File: src/rtl/core/stk_pkg.sv
// shared types, codes and character helpers for the script tokenizer
package stk_pkg;

    localparam int unsigned MAX_RESULTS = 4;
    localparam int unsigned RES_IDX_W   = $clog2(MAX_RESULTS);
    localparam int unsigned RES_CNT_W   = $clog2(MAX_RESULTS + 1);
    localparam int unsigned QUEUE_DEPTH = 4;
    localparam int unsigned QPTR_W      = $clog2(QUEUE_DEPTH);
    localparam int unsigned QCNT_W      = $clog2(QUEUE_DEPTH + 1);

    // token kinds
    localparam logic [4:0] K_END     = 5'd0;
    localparam logic [4:0] K_NUMBER  = 5'd1;
    localparam logic [4:0] K_IDENT   = 5'd2;
    localparam logic [4:0] K_DEFINE  = 5'd3;
    localparam logic [4:0] K_INCLUDE = 5'd4;
    localparam logic [4:0] K_SETDIR  = 5'd5;
    localparam logic [4:0] K_UNDEF   = 5'd6;
    localparam logic [4:0] K_STRING  = 5'd7;
    localparam logic [4:0] K_HASH    = 5'd8;
    localparam logic [4:0] K_COLON   = 5'd9;
    localparam logic [4:0] K_SEMI    = 5'd10;
    localparam logic [4:0] K_EQUALS  = 5'd11;
    localparam logic [4:0] K_LBRACE  = 5'd12;
    localparam logic [4:0] K_RBRACE  = 5'd13;
    localparam logic [4:0] K_LPAREN  = 5'd14;
    localparam logic [4:0] K_RPAREN  = 5'd15;
    localparam logic [4:0] K_LBRACK  = 5'd16;
    localparam logic [4:0] K_RBRACK  = 5'd17;
    localparam logic [4:0] K_COMMA   = 5'd18;
    localparam logic [4:0] K_APOS    = 5'd19;
    localparam logic [4:0] K_SLASH   = 5'd20;
    localparam logic [4:0] K_UNKNOWN = 5'd21;

    localparam logic [7:0] CH_NL    = 8'h0A;
    localparam logic [7:0] CH_QUOTE = 8'h22;
    localparam logic [7:0] CH_STAR  = 8'h2A;
    localparam logic [7:0] CH_SLASH = 8'h2F;
    localparam logic [7:0] CH_DEL   = 8'h7F;
    localparam logic [15:0] LINE_FIRST = 16'd1;
    localparam logic [15:0] LINE_SAT   = 16'hFFFF;

    typedef enum logic [2:0] {
        CC_SPECIAL,
        CC_NUMBER,
        CC_LETTER,
        CC_QUOTE,
        CC_SYMBOL
    } cclass_t;

    typedef struct packed {
        logic [7:0]  out_byte;
        logic        byte_valid;
        logic        token_first;
        logic        token_end;
        logic [4:0]  kind;
        logic [15:0] line;
        logic        stream_end;
    } result_t;

    // all results caused by one input byte
    typedef struct packed {
        result_t [MAX_RESULTS-1:0] res;
        logic [RES_CNT_W-1:0]      count;
    } bundle_t;

    function automatic cclass_t char_class(input logic [7:0] c);
        cclass_t cc;
        if (c inside {["0":"9"], "-", "."})
            cc = CC_NUMBER;
        else if (c inside {["A":"Z"], ["a":"z"], "_"})
            cc = CC_LETTER;
        else if (c == CH_QUOTE)
            cc = CC_QUOTE;
        else if (c inside {["!":"~"]})
            cc = CC_SYMBOL;
        else
            cc = CC_SPECIAL;
        return cc;
    endfunction

endpackage

File: src/rtl/core/stk_front.sv
// front end: byte classification, lexer mode and result bundle build
module stk_front (
    input  logic               clk,
    input  logic               rst_n,
    input  logic               in_valid,
    output logic               in_ready,
    input  logic [7:0]         in_byte,
    input  logic               is_last,
    input  logic               queue_full,
    output logic               push,
    output stk_pkg::bundle_t   bundle
);

    typedef enum logic [2:0] {
        M_IDLE,
        M_NUM,
        M_IDENT,
        M_STR,
        M_SLASH,
        M_LINE,
        M_BLOCK,
        M_STAR
    } mode_t;

    mode_t       mode_reg, mode_next;
    logic [3:0]  hits_reg, hits_next;
    logic [2:0]  pos_reg, pos_next;
    logic [15:0] line_reg, line_next;
    logic        in_fire;

    // keywords (bit0 define, bit1 include, bit2 setdir, bit3 undef) still matching
    function automatic logic [3:0] kw_keep(input logic [2:0] pos, input logic [7:0] c);
        logic [3:0] k;
        case (pos)
            3'd0:    k = {c == "u", c == "s", c == "i", c == "d"};
            3'd1:    k = {c == "n", c == "e", c == "n", c == "e"};
            3'd2:    k = {c == "d", c == "t", c == "c", c == "f"};
            3'd3:    k = {c == "e", c == "d", c == "l", c == "i"};
            3'd4:    k = {c == "f", c == "i", c == "u", c == "n"};
            3'd5:    k = {1'b0, c == "r", c == "d", c == "e"};
            3'd6:    k = {1'b0, 1'b0, c == "e", 1'b0};
            default: k = 4'b0000;
        endcase
        return k;
    endfunction

    function automatic logic [4:0] ident_kind(input logic [3:0] hits, input logic [2:0] pos);
        logic [4:0] k;
        if (hits[0] && pos == 3'd6)
            k = stk_pkg::K_DEFINE;
        else if (hits[1] && pos == 3'd7)
            k = stk_pkg::K_INCLUDE;
        else if (hits[2] && pos == 3'd6)
            k = stk_pkg::K_SETDIR;
        else if (hits[3] && pos == 3'd5)
            k = stk_pkg::K_UNDEF;
        else
            k = stk_pkg::K_IDENT;
        return k;
    endfunction

    function automatic logic [4:0] symbol_kind(input logic [7:0] c);
        logic [4:0] k;
        case (c)
            "#":     k = stk_pkg::K_HASH;
            ":":     k = stk_pkg::K_COLON;
            ";":     k = stk_pkg::K_SEMI;
            "=":     k = stk_pkg::K_EQUALS;
            "{":     k = stk_pkg::K_LBRACE;
            "}":     k = stk_pkg::K_RBRACE;
            "(":     k = stk_pkg::K_LPAREN;
            ")":     k = stk_pkg::K_RPAREN;
            "[":     k = stk_pkg::K_LBRACK;
            "]":     k = stk_pkg::K_RBRACK;
            ",":     k = stk_pkg::K_COMMA;
            "'":     k = stk_pkg::K_APOS;
            "/":     k = stk_pkg::K_SLASH;
            default: k = stk_pkg::K_UNKNOWN;
        endcase
        return k;
    endfunction

    function automatic stk_pkg::result_t mk_res(
        input logic [7:0]  b,
        input logic        v,
        input logic        f,
        input logic        e,
        input logic [4:0]  k,
        input logic [15:0] ln,
        input logic        se
    );
        stk_pkg::result_t r;
        r.out_byte    = b;
        r.byte_valid  = v;
        r.token_first = f;
        r.token_end   = e;
        r.kind        = k;
        r.line        = ln;
        r.stream_end  = se;
        return r;
    endfunction

    assign in_ready = !queue_full;
    assign in_fire  = in_valid && in_ready;
    assign push     = in_fire && (bundle.count != '0);

    always_comb
    begin
        stk_pkg::cclass_t             cc;
        logic                         again;
        logic [stk_pkg::RES_CNT_W-1:0] n;
        logic [7:0]                   str_byte;

        cc        = stk_pkg::char_class(in_byte);
        again     = 1'b0;
        n         = '0;
        str_byte  = (in_byte == stk_pkg::CH_DEL) ? 8'h00 : in_byte;
        mode_next = mode_reg;
        hits_next = hits_reg;
        pos_next  = pos_reg;
        line_next = line_reg;
        bundle    = '0;

        // first pass in the current mode
        case (mode_reg)
            M_NUM:
            begin
                if (cc == stk_pkg::CC_NUMBER) begin
                    bundle.res[n[stk_pkg::RES_IDX_W-1:0]] = mk_res(in_byte, 1'b1,
                        pos_next == 3'd0, 1'b0, stk_pkg::K_END, line_reg, 1'b0);
                    n = n + 1'b1;
                    if (pos_next != 3'd7)
                        pos_next = pos_next + 3'd1;
                end else begin
                    bundle.res[n[stk_pkg::RES_IDX_W-1:0]] = mk_res(8'h00, 1'b0, 1'b0, 1'b1,
                        stk_pkg::K_NUMBER, line_reg, 1'b0);
                    n = n + 1'b1;
                    again = 1'b1;
                end
            end
            M_IDENT:
            begin
                if (cc == stk_pkg::CC_NUMBER || cc == stk_pkg::CC_LETTER) begin
                    hits_next = hits_next & kw_keep(pos_next, in_byte);
                    bundle.res[n[stk_pkg::RES_IDX_W-1:0]] = mk_res(in_byte, 1'b1,
                        pos_next == 3'd0, 1'b0, stk_pkg::K_END, line_reg, 1'b0);
                    n = n + 1'b1;
                    if (pos_next != 3'd7)
                        pos_next = pos_next + 3'd1;
                end else begin
                    bundle.res[n[stk_pkg::RES_IDX_W-1:0]] = mk_res(8'h00, 1'b0, 1'b0, 1'b1,
                        ident_kind(hits_reg, pos_reg), line_reg, 1'b0);
                    n = n + 1'b1;
                    again = 1'b1;
                end
            end
            M_STR:
            begin
                if (in_byte == stk_pkg::CH_QUOTE) begin
                    bundle.res[n[stk_pkg::RES_IDX_W-1:0]] = mk_res(8'h00, 1'b0,
                        pos_reg == 3'd0, 1'b1, stk_pkg::K_STRING, line_reg, 1'b0);
                    n = n + 1'b1;
                    mode_next = M_IDLE;
                end else begin
                    bundle.res[n[stk_pkg::RES_IDX_W-1:0]] = mk_res(str_byte, 1'b1,
                        pos_next == 3'd0, 1'b0, stk_pkg::K_END, line_reg, 1'b0);
                    n = n + 1'b1;
                    if (pos_next != 3'd7)
                        pos_next = pos_next + 3'd1;
                end
            end
            M_SLASH:
            begin
                if (in_byte == stk_pkg::CH_SLASH)
                    mode_next = M_LINE;
                else if (in_byte == stk_pkg::CH_STAR)
                    mode_next = M_BLOCK;
                else begin
                    bundle.res[n[stk_pkg::RES_IDX_W-1:0]] = mk_res(stk_pkg::CH_SLASH, 1'b1,
                        1'b1, 1'b1, stk_pkg::K_SLASH, line_reg, 1'b0);
                    n = n + 1'b1;
                    again = 1'b1;
                end
            end
            M_LINE:
            begin
                if (in_byte == stk_pkg::CH_NL) begin
                    if (line_next != stk_pkg::LINE_SAT)
                        line_next = line_next + 16'd1;
                    mode_next = M_IDLE;
                end
            end
            M_BLOCK:
            begin
                if (in_byte == stk_pkg::CH_STAR)
                    mode_next = M_STAR;
                else if (in_byte == stk_pkg::CH_NL && line_next != stk_pkg::LINE_SAT)
                    line_next = line_next + 16'd1;
            end
            M_STAR:
            begin
                if (in_byte == stk_pkg::CH_SLASH)
                    mode_next = M_IDLE;
                else if (in_byte != stk_pkg::CH_STAR) begin
                    mode_next = M_BLOCK;
                    if (in_byte == stk_pkg::CH_NL && line_next != stk_pkg::LINE_SAT)
                        line_next = line_next + 16'd1;
                end
            end
            default:
            begin
                mode_next = M_IDLE;
            end
        endcase

        // idle dispatch, also for a byte that closed a token
        if (mode_reg == M_IDLE || again) begin
            mode_next = M_IDLE;
            hits_next = 4'hF;
            pos_next  = 3'd0;
            case (cc)
                stk_pkg::CC_NUMBER:
                begin
                    mode_next = M_NUM;
                    bundle.res[n[stk_pkg::RES_IDX_W-1:0]] = mk_res(in_byte, 1'b1, 1'b1, 1'b0,
                        stk_pkg::K_END, line_reg, 1'b0);
                    n = n + 1'b1;
                    pos_next = 3'd1;
                end
                stk_pkg::CC_LETTER:
                begin
                    mode_next = M_IDENT;
                    hits_next = kw_keep(3'd0, in_byte);
                    bundle.res[n[stk_pkg::RES_IDX_W-1:0]] = mk_res(in_byte, 1'b1, 1'b1, 1'b0,
                        stk_pkg::K_END, line_reg, 1'b0);
                    n = n + 1'b1;
                    pos_next = 3'd1;
                end
                stk_pkg::CC_QUOTE:
                begin
                    mode_next = M_STR;
                end
                stk_pkg::CC_SYMBOL:
                begin
                    if (in_byte == stk_pkg::CH_SLASH)
                        mode_next = M_SLASH;
                    else begin
                        bundle.res[n[stk_pkg::RES_IDX_W-1:0]] = mk_res(in_byte, 1'b1, 1'b1,
                            1'b1, symbol_kind(in_byte), line_reg, 1'b0);
                        n = n + 1'b1;
                    end
                end
                default:
                begin
                    if (in_byte == stk_pkg::CH_NL && line_next != stk_pkg::LINE_SAT)
                        line_next = line_next + 16'd1;
                end
            endcase
        end

        // last byte: close what is pending, then the stream end marker
        if (is_last) begin
            case (mode_next)
                M_NUM:
                begin
                    bundle.res[n[stk_pkg::RES_IDX_W-1:0]] = mk_res(8'h00, 1'b0, 1'b0, 1'b1,
                        stk_pkg::K_NUMBER, line_next, 1'b0);
                    n = n + 1'b1;
                end
                M_IDENT:
                begin
                    bundle.res[n[stk_pkg::RES_IDX_W-1:0]] = mk_res(8'h00, 1'b0, 1'b0, 1'b1,
                        ident_kind(hits_next, pos_next), line_next, 1'b0);
                    n = n + 1'b1;
                end
                M_STR:
                begin
                    bundle.res[n[stk_pkg::RES_IDX_W-1:0]] = mk_res(8'h00, 1'b0,
                        pos_next == 3'd0, 1'b1, stk_pkg::K_STRING, line_next, 1'b0);
                    n = n + 1'b1;
                end
                M_SLASH:
                begin
                    bundle.res[n[stk_pkg::RES_IDX_W-1:0]] = mk_res(stk_pkg::CH_SLASH, 1'b1,
                        1'b1, 1'b1, stk_pkg::K_SLASH, line_next, 1'b0);
                    n = n + 1'b1;
                end
                default:
                begin
                end
            endcase
            bundle.res[n[stk_pkg::RES_IDX_W-1:0]] = mk_res(8'h00, 1'b0, 1'b0, 1'b0,
                stk_pkg::K_END, line_next, 1'b1);
            n = n + 1'b1;
            mode_next = M_IDLE;
            hits_next = 4'hF;
            pos_next  = 3'd0;
            line_next = stk_pkg::LINE_FIRST;
        end

        bundle.count = n;
    end

    always_ff @(posedge clk or negedge rst_n)
    begin
        if (!rst_n) begin
            mode_reg <= M_IDLE;
            hits_reg <= 4'hF;
            pos_reg  <= 3'd0;
            line_reg <= stk_pkg::LINE_FIRST;
        end else if (in_fire) begin
            mode_reg <= mode_next;
            hits_reg <= hits_next;
            pos_reg  <= pos_next;
            line_reg <= line_next;
        end
    end

    a_last_resets: assert property (@(posedge clk) disable iff (!rst_n)
        (in_fire && is_last) |=> (mode_reg == M_IDLE && line_reg == stk_pkg::LINE_FIRST))
        else $error("lexer state not back to reset after last byte");

    a_last_pushes: assert property (@(posedge clk) disable iff (!rst_n)
        (in_fire && is_last) |-> (push && bundle.res[bundle.count[stk_pkg::RES_IDX_W-1:0]
            - 1'b1].stream_end))
        else $error("last byte did not queue a stream end request");

endmodule

File: src/rtl/core/stk_queue.sv
// short bundle queue between front end and back end
module stk_queue (
    input  logic             clk,
    input  logic             rst_n,
    input  logic             push,
    input  stk_pkg::bundle_t push_data,
    input  logic             pop,
    output stk_pkg::bundle_t head,
    output logic             empty,
    output logic             full
);

    stk_pkg::bundle_t             mem_reg [stk_pkg::QUEUE_DEPTH];
    logic [stk_pkg::QPTR_W-1:0]   wr_ptr_reg, rd_ptr_reg;
    logic [stk_pkg::QCNT_W-1:0]   count_reg, count_next;

    assign head  = mem_reg[rd_ptr_reg];
    assign empty = (count_reg == '0);
    assign full  = (count_reg == stk_pkg::QCNT_W'(stk_pkg::QUEUE_DEPTH));

    always_comb
    begin
        count_next = count_reg;
        if (push && !pop)
            count_next = count_reg + 1'b1;
        else if (pop && !push)
            count_next = count_reg - 1'b1;
    end

    always_ff @(posedge clk)
    begin
        if (push)
            mem_reg[wr_ptr_reg] <= push_data;
    end

    always_ff @(posedge clk or negedge rst_n)
    begin
        if (!rst_n) begin
            wr_ptr_reg <= '0;
            rd_ptr_reg <= '0;
            count_reg  <= '0;
        end else begin
            if (push)
                wr_ptr_reg <= wr_ptr_reg + 1'b1;
            if (pop)
                rd_ptr_reg <= rd_ptr_reg + 1'b1;
            count_reg <= count_next;
        end
    end

    a_no_overflow: assert property (@(posedge clk) disable iff (!rst_n)
        !(push && full))
        else $error("queue written while full");

    a_no_underflow: assert property (@(posedge clk) disable iff (!rst_n)
        !(pop && empty))
        else $error("queue read while empty");

endmodule

File: src/rtl/core/stk_back.sv
// back end: unpacks queued bundles into single results behind an output register
module stk_back (
    input  logic               clk,
    input  logic               rst_n,
    input  stk_pkg::bundle_t   head,
    input  logic               empty,
    output logic               pop,
    output logic               out_valid,
    input  logic               out_ready,
    output stk_pkg::result_t   out_res
);

    logic [stk_pkg::RES_IDX_W-1:0] sub_reg, sub_next;
    logic                          out_valid_reg, out_valid_next;
    stk_pkg::result_t              out_res_reg;
    logic                          load;
    logic                          last_sub;

    assign load     = !empty && (!out_valid_reg || out_ready);
    assign last_sub = ({1'b0, sub_reg} + 1'b1) == head.count;
    assign pop      = load && last_sub;

    always_comb
    begin
        sub_next       = sub_reg;
        out_valid_next = out_valid_reg && !out_ready;
        if (load) begin
            out_valid_next = 1'b1;
            sub_next       = last_sub ? '0 : sub_reg + 1'b1;
        end
    end

    always_ff @(posedge clk or negedge rst_n)
    begin
        if (!rst_n) begin
            sub_reg       <= '0;
            out_valid_reg <= 1'b0;
        end else begin
            sub_reg       <= sub_next;
            out_valid_reg <= out_valid_next;
        end
    end

    always_ff @(posedge clk)
    begin
        if (load)
            out_res_reg <= head.res[sub_reg];
    end

    assign out_valid = out_valid_reg;
    assign out_res   = out_res_reg;

    a_sub_in_bundle: assert property (@(posedge clk) disable iff (!rst_n)
        !empty |-> ({1'b0, sub_reg} < head.count))
        else $error("result index beyond queued bundle");

endmodule

File: src/rtl/core/script_tokenizer_top.sv
// script tokenizer top level: front end, bundle queue and back end
// path: a bundle is stored in the queue, then each result goes to the output register
// throughput: one byte per cycle in while in_ready is high; a byte makes 0 to 4 results
// the output drains one result a cycle while out_ready is high, so bytes with several
// results can fill the four-entry bundle queue and drop in_ready until it has room again
// reset: asynchronous, active low; lexer idle, line count 1, queue and output empty
module script_tokenizer_top (
    input  logic        clk,
    input  logic        rst_n,
    // byte request channel
    input  logic        in_valid,
    output logic        in_ready,
    input  logic [7:0]  in_byte,
    input  logic        is_last,
    // token result channel
    output logic        out_valid,
    input  logic        out_ready,
    output logic [7:0]  out_byte,
    output logic        byte_valid,
    output logic        token_first,
    output logic        token_end,
    output logic [4:0]  kind,
    output logic [15:0] line,
    output logic        stream_end
);

    stk_pkg::bundle_t front_bundle;
    stk_pkg::bundle_t queue_head;
    stk_pkg::result_t out_res;
    logic             push;
    logic             pop;
    logic             queue_empty;
    logic             queue_full;

    // front end: classifies each byte and works out every result it causes in one step
    stk_front u_front (
        .clk        (clk),
        .rst_n      (rst_n),
        .in_valid   (in_valid),
        .in_ready   (in_ready),
        .in_byte    (in_byte),
        .is_last    (is_last),
        .queue_full (queue_full),
        .push       (push),
        .bundle     (front_bundle)
    );

    // bundles wait here so the front end keeps taking bytes while results drain
    stk_queue u_queue (
        .clk       (clk),
        .rst_n     (rst_n),
        .push      (push),
        .push_data (front_bundle),
        .pop       (pop),
        .head      (queue_head),
        .empty     (queue_empty),
        .full      (queue_full)
    );

    // back end: one result per cycle into the output register while the output is not held
    stk_back u_back (
        .clk       (clk),
        .rst_n     (rst_n),
        .head      (queue_head),
        .empty     (queue_empty),
        .pop       (pop),
        .out_valid (out_valid),
        .out_ready (out_ready),
        .out_res   (out_res)
    );

    assign out_byte    = out_res.out_byte;
    assign byte_valid  = out_res.byte_valid;
    assign token_first = out_res.token_first;
    assign token_end   = out_res.token_end;
    assign kind        = out_res.kind;
    assign line        = out_res.line;
    assign stream_end  = out_res.stream_end;

endmodule

File: config.mk
export PLATFORM = sky130hd
export DESIGN_NAME = script_tokenizer_top
export DESIGN_NICKNAME = d
export VERILOG_FILES = /design/src/rtl/core/stk_pkg.sv /design/src/rtl/core/stk_front.sv /design/src/rtl/core/stk_queue.sv /design/src/rtl/core/stk_back.sv /design/src/rtl/core/script_tokenizer_top.sv
export SDC_FILE = /design/constraint.sdc
export NUM_CORES = 1
export LEC_CHECK = 0
export BUFFER_PORTS_ARGS = -buffer_cell sky130_fd_sc_hd__buf_2
export CAP_MARGIN = 10
export CORE_MARGIN = 2
export CORE_UTILIZATION = 42
export CTS_BUF_LIST = sky130_fd_sc_hd__clkbuf_4 sky130_fd_sc_hd__clkbuf_8
export CTS_CLUSTER_SIZE = 14
export DETAILED_ROUTE_END_ITERATION = 7
export GPL_TIMING_DRIVEN = 1
export PLACE_DENSITY = 0.61
export SYNTH_ARGS = -nofsm -noshare
export SYNTH_HDL_FRONTEND = slang
export SYNTH_SLANG_ARGS = --single-unit
File: constraint.sdc
create_clock -name clk -period 8 [get_ports clk]
set_clock_uncertainty 0.1 [all_clocks]
set_input_delay 0.4 -clock clk [delete_from_list [all_inputs] [get_ports clk]]
set_output_delay 0.4 -clock clk [all_outputs]
set_load 0.03 [all_outputs]
==> results.md, run 1 <==
- Die W: 244 um
- Maximum clock rate: 0.166 GHz
- Num Clock Sinks: 529
- Number of flip-flops in the largest register: 460
- Rows: 87
- Netlist cell types: 98
- Drt wl/cell: 25.2 um
- Clock Tree Root: clkbuf_8
- GP Congestion: 0.946
- Starting density of the core: 0.427
- Final hold vios: 0
- CTS resizes: 0
- DIE AREA: 59500 um2
- Syn Area/Cell: 15.6 um2
- Largest net degree at the start of global routing: 92
- # setup viols final: 0
- Final #Nets: 1662
- Pwr Density: 338 nW/um2
- Tmin final: 6.02 ns
- Final TNS setup: 0 ns
- Insertion delay to the later sink of the worst-skew pair: 0.69 ns
- Flop pwr share: 0.441
- WP data required: 8.23 ns
- Worst r2r src: u_front.mode_reg[1]$_DFFE_PN0P_
- Post-Place Worst Slack: 1.58 ns
- Max-slew violation count: 0
- Fraction of layout instances using a drive strength above 1: 0.245
- Total wire length: 61800 um
- Number of synthesized flops with an enable pin: 493
- Synth warn: 0
- Synth top area cells: edfxtp_1 61%, mux4_2 13%, dfrtp_1 3.2%, o21ai_0 1.7%, nand2_1 1.5%
- Yosys top cell area share: 0.613
- Net Sw Power: 2.86 mW
- Mapped cell area: 24200 um2
- Worst-path clk slew: 0.07 ns
- Area leader, netlist: edfxtp_1
- Die height: 244 um
- Power share of the clock group: 0.269
- Worst Setup EP: u_queue.mem_reg[3][49]$_DFFE_PP_
- Area Overhead vs Synth: 12.5%
- Net Sw Frac: 0.312
- Hold WC Path Type: input port to flop
- Gr usage total: 0.212
- Worst slew pin tran: 1.24 ns
- P_leak: 8.93 nW
- Max-cap check violation count: 0
- Period utilisation layout: 0.752
- Post-route ant nets: 0
- Hpwl dp: 39200 um
- Pint: 6.32 mW
- Synth Register Bits: 529
- GR Overflow Total: 0
- Routed via count: 14500
- CP Launch Type: flop
- Crit path max fanout: 34
- Post-route setup slack: 1.98 ns
- CP arrival: 6.24 ns
- Gate power share: 0.290
- Status: finished, final reports clean
- RSZ-0062 raised after global routing: false
- H-Tree Depth: 3
- Synth Flop Type: edfxtp_1
- # DRC: 0
- Vias in the first global route: 14900
- Worst Setup Path Type: flop to flop
- Global-route wire length before repair: 94600 um
- Core ar.: 56600 um2
- Async S/R FF share, synth: 0.0681
- Setup Buffers After CTS: 0
- CTS tree: built
- Num ports: 48
- Slew margin rel.: 0.171
- Max clock buf depth: 3
- PortBufs: 47
- CTS buffer count: 88
- First-pass DRT Iterations: 5
- Initial antenna violation count: 1
- Worst setup startpoint: u_front.mode_reg[1]$_DFFE_PN0P_
- Via/cell ratio: 5.91
- Synth top cells by count: 493 x edfxtp_1, 137 x mux4_2, 94 x nand2_1
- FF-to-FF path depth: 17
- Critical path endpoint category: flop
- Top-count cell post-synth: edfxtp_1
- Cts hold-fix bufs: 2
- Seq/Total Area, Yosys: 0.650
- Peak VDD IR: 0.251 mV
- R2r setup slk: 1.98 ns
- Synthesized instance count: 1551
- Crit Reg-Reg Endpoint: u_queue.mem_reg[3][49]$_DFFE_PP_
- DRT iter0 DRCs: 1319
[critical path: stages (launching register included)]
cell,delay (ns)
dfrtp_1,0.67
or2_2,0.49
nor3_1,0.57
nor2_1,0.17
inv_1,0.15
ha_1,0.24
a32o_1,0.23
a21oi_2,0.29
inv_1,0.13
ha_1,0.31
nand2_1,0.06
o21ai_0,0.15
ha_1,0.27
a211oi_1,0.26
nor4b_1,0.11
o2bb2ai_2,0.35
and2_4,0.59
buf_4,0.47
[power by group through the flow]
stage | registers, mW | clock network [mW] | logic, mW
global placement | 4.08 | 0 | 2.71
detailed placement | 4.11 | 0 | 2.73
CTS | 4.06 | 2.53 | 2.74
global route | 4.11 | 2.65 | 2.88
floorplan | 4.19 | 0 | 1.78
finish | 4.05 | 2.47 | 2.67
[how the worst min path moves through the flow]
stage                                     startpoint                                to  slack, ns  depth (start not counted)
floorplan                                      rst_n        u_back.out_valid$_DFF_PN0_      0.004                          0
global placement          u_back.out_valid$_DFF_PN0_        u_back.out_valid$_DFF_PN0_       0.38                          2
detailed placement  u_queue.count_reg[2]$_DFFE_PN0P_  u_queue.count_reg[2]$_DFFE_PN0P_       0.39                          1
CTS                                       in_byte[6]  u_queue.mem_reg[2][34]$_DFFE_PP_       0.14                          2
global route                              in_byte[6]  u_queue.mem_reg[2][34]$_DFFE_PP_       0.17                          2
finish                                    in_byte[6]  u_queue.mem_reg[2][34]$_DFFE_PP_       0.19                          2
[final cells by class]
type	instances	area, um2
fillers	4902	29400
flip-flops and latches	529	15700
multi-input cells	896	7980
clock buffers	125	1520
well taps	756	946
repair buffers	80	576
clock inverters	36	310
inverters	32	120
diodes	1	2.50
[cells in the final DEF, fill, tap and decap left out, types with 8 or more instances in the layout]
| master | instances |
|---|---|
| inv_1 | 31 |
| mux2i_1 | 22 |
| nand2_1 | 94 |
| mux4_2 | 137 |
| a21oi_1 | 43 |
| o22ai_1 | 11 |
| and3_1 | 17 |
| and2_1 | 16 |
| clkinv_1 | 15 |
| nand2b_1 | 16 |
| clkbuf_8 | 93 |
| xnor2_1 | 18 |
| clkinv_2 | 11 |
| o21ai_0 | 81 |
| buf_2 | 47 |
| nor3_1 | 24 |
| o31ai_1 | 11 |
| a211oi_1 | 10 |
| nor4_1 | 12 |
| a21o_1 | 8 |
| edfxtp_1 | 493 |
| clkbuf_4 | 32 |
| nor2_1 | 86 |
| ha_1 | 21 |
| or2_2 | 8 |
| nor2b_1 | 12 |
| buf_4 | 24 |
| nand3_1 | 49 |
| xor2_1 | 11 |
| dfrtp_1 | 27 |
| o2111ai_1 | 8 |
[metal layers]
| metal | track usage | share of wire |
|---|---|---|
| met1 | 0.309 | 0.45 |
| met2 | 0.325 | 0.46 |
| met3 | 0.0383 | 0.064 |
| met4 | 0.0680 | 0.023 |
| met5 | 0 | 0 |
[logic make-up after synthesis]
kind of cell             after synthesis  share of synthesized area
flip-flops                           529                      0.650
AND/OR/NAND/NOR                      392                     0.0856
AO/OA/AOI/OAI                        283                     0.0801
multiplexers                         165                      0.140
buffers and inverters                129                     0.0210
XOR/XNOR                              30                     0.0117
adder cells (fa/ha/maj)               22                     0.0117
other                                  1                   0.000155
[per-stage QoR]
stage	std cells	total power [mW]	cell area [um2]	util	hold WS [ns]
after global routing	2455	9.64	27200	0.480	0.171
after floorplan	1554	5.97	24200	-	0.00441
after detailed placement	2291	6.84	25300	0.447	0.387
after global placement	2291	6.79	25300	0.447	0.376
final	2455	9.19	27200	0.480	0.189
after CTS	2454	9.33	27200	0.480	0.142
Power figures use the tool's default switching activity.
==> run 2: changes to the inputs <==
PLACE_DENSITY = 0.63   (was 0.61)
clock period = 4.9 ns   (was 8 ns; I/O delays follow)
==> results.md, run 2 (same netlist as run 1, synthesis figures left out) <==
- DRT iter0 DRCs: 1354 (+2.7%)
- Worst r2r src: u_front.mode_reg[2]$_DFFE_PN0P_
- Via/cell ratio: 5.85 (-1.1%)
- Fraction of layout instances using a drive strength above 1: 0.284 (+0.0389)
- Clock Tree Root: clkbuf_8
- Max-slew violation count: 0 (unchanged)
- CTS buffer count: 88 (unchanged)
- First-pass DRT Iterations: 7 (+2)
- RSZ-0062 raised after global routing: false
- Rows: 87 (unchanged)
- Final #Nets: 1737 (+4.5%)
- DIE AREA: 59500 um2 (unchanged)
- Post-Place Worst Slack: 0.174 ns (-1.41 ns)
- Final hold vios: 0 (unchanged)
- Flop pwr share: 0.427 (-0.014)
- # setup viols final: 0 (unchanged)
- Worst hold start: in_byte[5]
- H-Tree Depth: 3 (unchanged)
- Tmin final: 4.58 ns (-1.44 ns)
- Min-Delay Path Depth: 3 (+1)
- CTS tree: built
- DP Area: 26000 um2 (+2.8%)
- Worst setup startpoint: u_front.mode_reg[2]$_DFFE_PN0P_
- Critical path endpoint category: flop
- GR Overflow Total: 0 (unchanged)
- Gr usage total: 0.207 (-0.00550)
- CP Launch Type: flop
- Num Clock Sinks: 529 (unchanged)
- Final TNS setup: 0 ns (unchanged)
- Initial antenna violation count: 1 (unchanged)
- Net Sw Power: 4.65 mW (+62%)
- Max clock buf depth: 3 (unchanged)
- Number of flip-flops in the largest register: 460 (unchanged)
- Largest net degree at the start of global routing: 70 (-24%)
- Peak VDD IR: 0.380 mV (+51%)
- Max-cap check violation count: 0 (unchanged)
- Num ports: 48 (unchanged)
- Power share of the clock group: 0.268 (about the same)
- Crit Reg-Reg Endpoint: u_queue.mem_reg[2][84]$_DFFE_PP_
- Post-route setup slack: 0.322 ns (-1.66 ns)
- GP Congestion: 0.946 (about the same)
- Drt wl/cell: 24.0 um (-4.5%)
- Setup Buffers After CTS: 0 (unchanged)
- Cts hold-fix bufs: 3 (+1)
- Hpwl dp: 39900 um (+1.8%)
- Post-route ant nets: 0 (unchanged)
- Global-route wire length before repair: 92800 um (-1.9%)
- Pint: 10.5 mW (+66%)
- Design area: 27900 um2 (+2.7%)
- Crit path max fanout: 30 (-12%)
- Starting density of the core: 0.427 (unchanged)
- Slew margin rel.: 0.272 (+0.101)
- Insertion delay to the later sink of the worst-skew pair: 0.69 ns (about the same)
- CTS resizes: 0 (unchanged)
- Worst slew pin tran: 1.09 ns (-0.151 ns)
- Die height: 244 um (unchanged)
- Total wire length: 60800 um (-1.7%)
- P_leak: 9.31 nW (+4.3%)
- Worst-path clk slew: 0.06 ns (about the same)
- Area Overhead vs Synth: 15.5%
- Period utilisation layout: 0.934 (+0.182)
- Vias in the first global route: 15100 (+0.78%)
- R2r setup slk: 0.32 ns (-1.66 ns)
- Routed via count: 14800 (+1.9%)
- WP data required: 5.16 ns (-3.07 ns)
- CP arrival: 4.83 ns (-1.41 ns)
- Gate power share: 0.306 (+0.016)
- Commonest non-fill, non-tap cell in the layout: edfxtp_1
- FF-to-FF path depth: 18 (+1)
- # DRC: 0 (unchanged)
- Worst Setup Path Type: flop to flop
- Maximum clock rate: 0.218 GHz (+31%)
- Net Sw Frac: 0.307 (-0.00456)
- PortBufs: 47 (unchanged)
- Pwr Density: 542 nW/um2 (+60%)
- Hold WC Path Type: input port to flop
- Most frequent cells in the layout: 493 x edfxtp_1, 137 x mux4_2, 94 x nand2_1
- WHS: 0.0834 ns (-0.106 ns)
- Die W: 244 um (unchanged)
- Hold path endpoint: u_queue.mem_reg[2][66]$_DFFE_PP_
- Status: finished, final reports clean
- Core ar.: 56600 um2 (unchanged)
==> run 2: changes by cell type in the layout (fill, tap and decap cells not counted), moves of 2 or more <==
cell / change
buf_12: +7
buf_4: +67
clkbuf_4: +7
clkinv_1: -4
clkinv_2: -5
clkinvlp_4: +3
o32ai_1: -2
o32ai_2: +2
==> run 2: through the flow <==
step | power, mW | std cells | utilization
2_1_floorplan | 9.69 | 1554 | -
3_3_place_gp | 11.2 | 2365 | 0.460
3_5_place_dp | 11.3 | 2365 | 0.460
4_1_cts | 15.4 | 2528 | 0.493
5_1_grt | 15.9 | 2529 | 0.493
6_report | 15.1 | 2529 | 0.493
==> run 2: area by class of cell <==
type / instances / area, um2
Inverter: 32 / 120
Timing Repair Buffer: 155 / 1230
Clock buffer: 131 / 1560
Fill cell: 4877 / 28700
Sequential cell: 529 / 15700
Clock inverter: 29 / 284
Tap cell: 756 / 946
Antenna cell: 1 / 2.50
Multi-Input combinational cell: 896 / 8050
==> run 2: worst max-delay path by stage <==
stage	to	slack (ns)	cells past startpoint
after global routing	u_queue.count_reg[2]$_DFFE_PN0P_	0.005	21
after global placement	u_queue.count_reg[1]$_DFFE_PN0P_	0.26	22
final	u_queue.mem_reg[2][84]$_DFFE_PP_	0.32	18
after floorplan	u_queue.mem_reg[0][0]$_DFFE_PP_	0.007	20
after CTS	u_queue.mem_reg[2][119]$_DFFE_PP_	0.35	18
after detailed placement	u_queue.mem_reg[2][20]$_DFFE_PP_	0.17	21
==> run 2: worst max-delay path, stage by stage, from the launching register on <==
cell and delay [ns]:
dfrtp_1 0.55, buf_4 0.24, nor3_1 0.56, a31o_2 0.27
buf_4 0.19, nand2_1 0.10, a21oi_2 0.18, inv_1 0.08
ha_1 0.28, nand2_1 0.06, o21ai_2 0.09, ha_2 0.26
inv_2 0.06, a31oi_2 0.19, nor4b_2 0.08, o2bb2ai_2 0.14
buf_4 0.17, and2_4 0.34, buf_12 0.25
==> run 2: per-layer routing <==
layer / wire, um / track usage / vias up
met4: 1820 / 0.0755 / 0
met2: 28500 / 0.323 / 496
li1: - / - / 6565
met3: 3420 / 0.0389 / 128
met1: 27100 / 0.290 / 7597
met5: 0 / 0 / -
==> run 2: power by group through the flow <==
stage	Combinational [mW]	Clock [mW]	Sequential, mW
6_report	4.62	4.05	6.45
5_1_grt	4.97	4.35	6.54
4_1_cts	4.73	4.15	6.47
3_5_place_dp	4.72	0	6.55
3_3_place_gp	4.69	0	6.50
2_1_floorplan	2.93	0	6.76
==> run 3: changes to the inputs <==
PLACE_DENSITY = unset   (was 0.63)
==> results.md, run 3 (same netlist as run 1, synthesis figures left out) <==
- Num Clock Sinks: 529 (unchanged)
- Post-Place Worst Slack: 0.179 ns (+0.00490 ns)
- Worst Setup Path Type: flop to flop
- Area Overhead vs Synth: 14.7%
- Routed via count: 14700 (-0.72%)
- Status: finished, final reports clean
- Period utilisation layout: 0.935 (about the same)
- Post-route ant nets: 0 (unchanged)
- Crit path max fanout: 32 (+6.7%)
- Max clock buf depth: 3 (unchanged)
- RSZ-0062 raised after global routing: false
- Pwr Density: 536 nW/um2 (-1.1%)
- Crit Reg-Reg Endpoint: u_queue.mem_reg[1][82]$_DFFE_PP_
- Total wire length: 61400 um (+0.98%)
- Net Sw Power: 4.67 mW (+0.48%)
- Rows: 87 (unchanged)
- Clock Tree Root: clkbuf_8
- DIE AREA: 59500 um2 (unchanged)
- Starting density of the core: 0.427 (unchanged)
- Pint: 10.2 mW (-2.8%)
- Commonest non-fill, non-tap cell in the layout: edfxtp_1
- Number of flip-flops in the largest register: 460 (unchanged)
- Global-route wire length before repair: 93700 um (+1.0%)
- Die height: 244 um (unchanged)
- Design area: 27700 um2 (-0.70%)
- Critical path's largest stage delay: 0.70 ns (+0.14 ns)
- Final non-filler cell total: 2519 (-0.40%)
- GP Congestion: 0.961 (+1.6%)
- Num ports: 48 (unchanged)
- First-pass DRT Iterations: 6 (-1)
- WP data required: 5.14 ns (-0.02 ns)
- CP Buf/Inv Count: 6 (unchanged)
- # DRC: 0 (unchanged)
- DP Area: 25900 um2 (-0.38%)
- GR Overflow Total: 0 (unchanged)
- Peak VDD IR: 0.411 mV (+8.3%)
- Worst r2r src: u_front.mode_reg[2]$_DFFE_PN0P_
- H-Tree Depth: 3 (unchanged)
- Hpwl dp: 39400 um (-1.3%)
- CTS tree: built
- Hold WC Path Type: input port to flop
- Top delay family on crit path: buffers and inverters
- Gate power share: 0.302 (-0.004)
- FF-to-FF path depth: 19 (+1)
- Most common cell on crit path: inv_1
- CP arrival: 4.82 ns (about the same)
- # setup viols final: 0 (unchanged)
- Maximum clock rate: 0.218 GHz (about the same)
- Largest net degree at the start of global routing: 92 (+31%)
- DRT iter0 DRCs: 1178 (-13%)
- Crit path cell chain: inv_1, nor3_4, nor2_1, inv_1, ha_1, a32o_1, a21oi_2, inv_1, ha_1, nand2_1, o21ai_2, ha_2, inv_2, a31oi_2, nor4b_2, o2bb2ai_2, buf_4, and2_4, buf_12
- Worst slew pin tran: 1.06 ns (-0.0340 ns)
- Post-route setup slack: 0.318 ns (-0.00454 ns)
- Insertion delay to the later sink of the worst-skew pair: 0.69 ns (about the same)
- Drt wl/cell: 24.4 um (+1.4%)
- Critical path endpoint category: flop
- Worst-path clk slew: 0.07 ns (about the same)
- Final core occ: 0.490 (-0.00347)
- Power, Total: 14.9 mW (-1.8%)
- Vias in the first global route: 15100 (+0.17%)
- Final hold vios: 0 (unchanged)
- Dpl cells: 2355 (-0.42%)
- Final TNS setup: 0 ns (unchanged)
- Worst hold start: in_byte[5]
- Initial antenna violation count: 1 (unchanged)
- Die W: 244 um (unchanged)
- Hold path endpoint: u_queue.mem_reg[0][66]$_DFFE_PP_
- Gr usage total: 0.209 (+0.00247)
- Max-cap check violation count: 0 (unchanged)
- Flop pwr share: 0.441 (+0.014)
- Core ar.: 56600 um2 (unchanged)
- CTS buffer count: 85 (-3.4%)
- Slew margin rel.: 0.295 (+0.0227)
- P_leak: 9.23 nW (-0.92%)
- Fraction of layout instances using a drive strength above 1: 0.280 (-0.00350)
- Min-Delay Path Depth: 3 (unchanged)
- Net Sw Frac: 0.314 (+0.00715)
- Critical path's slowest cell: dfrtp_1
- Fillers: 4926 (+1.0%)
- Final #Nets: 1727 (-0.58%)
- PortBufs: 47 (unchanged)
- Max-slew violation count: 0 (unchanged)
- Power share of the clock group: 0.257 (-0.011)
- WHS: 0.0966 ns (+0.0132 ns)
- CP Launch Type: flop
- Most frequent cells in the layout: 493 x edfxtp_1, 137 x mux4_2, 95 x clkbuf_8
- R2r setup slk: 0.32 ns (about the same)
- Via/cell ratio: 5.83 (-0.32%)
- Tmin final: 4.58 ns (+0.00454 ns)
-- run 3: timing repair --
action                                 4_1_cts  5_1_grt
endpoints found under the hold margin       34        0
resized for setup                            0        3
setup endpoints to repair                    0       69
hold buffers                                 2        0
setup buffers                                0        4
-- run 3: worst reg2reg max path: cells and delay by family, from the launching register on --
family	cells	cell delay, ns
flops	1	0.70
buf+inv	6	0.99
fa+ha+maj	3	0.80
compound gates	5	0.77
simple gates	5	0.82
-- run 3: how the worst max path moves through the flow --
| stage | startpoint | to | cells after the start |
|---|---|---|---|
| floorplan | in_byte[4] | u_queue.mem_reg[0][0]$_DFFE_PP_ | 20 |
| global placement | in_byte[4] | u_queue.count_reg[1]$_DFFE_PN0P_ | 22 |
| detailed placement | in_byte[4] | u_queue.mem_reg[1][29]$_DFFE_PP_ | 19 |
| CTS | u_front.mode_reg[0]$_DFFE_PN0P_ | u_queue.mem_reg[1][86]$_DFFE_PP_ | 19 |
| global route | u_front.mode_reg[2]$_DFFE_PN0P_ | u_queue.count_reg[2]$_DFFE_PN0P_ | 22 |
| finish | u_front.mode_reg[2]$_DFFE_PN0P_ | u_queue.mem_reg[1][82]$_DFFE_PP_ | 19 |
-- run 3: routing by layer --
metal,track usage,part of all wire
met1,0.296,0.45
met2,0.323,0.46
met3,0.0416,0.063
met4,0.0741,0.026
met5,0,0
-- run 3: area by class of cell --
class	count	area (um2)	share of cell area
Antenna cell	1	2.50	0.0000903
Clock buffer	122	1510	0.0545
Timing Repair Buffer	148	1150	0.0414
Multi-Input combinational cell	896	8060	0.291
Sequential cell	529	15700	0.567
Inverter	32	120	0.00433
Clock inverter	35	211	0.00763
Tap cell	756	946	0.0341
-- run 3: power by group through the flow --
| stage | sequential [mW] | clock (mW) | combinational [mW] |
|---|---|---|---|
| 2_1_floorplan | 6.76 | 0 | 2.93 |
| 3_3_place_gp | 6.62 | 0 | 4.55 |
| 3_5_place_dp | 6.66 | 0 | 4.57 |
| 4_1_cts | 6.57 | 3.92 | 4.59 |
| 5_1_grt | 6.65 | 4.11 | 4.82 |
| 6_report | 6.55 | 3.81 | 4.49 |
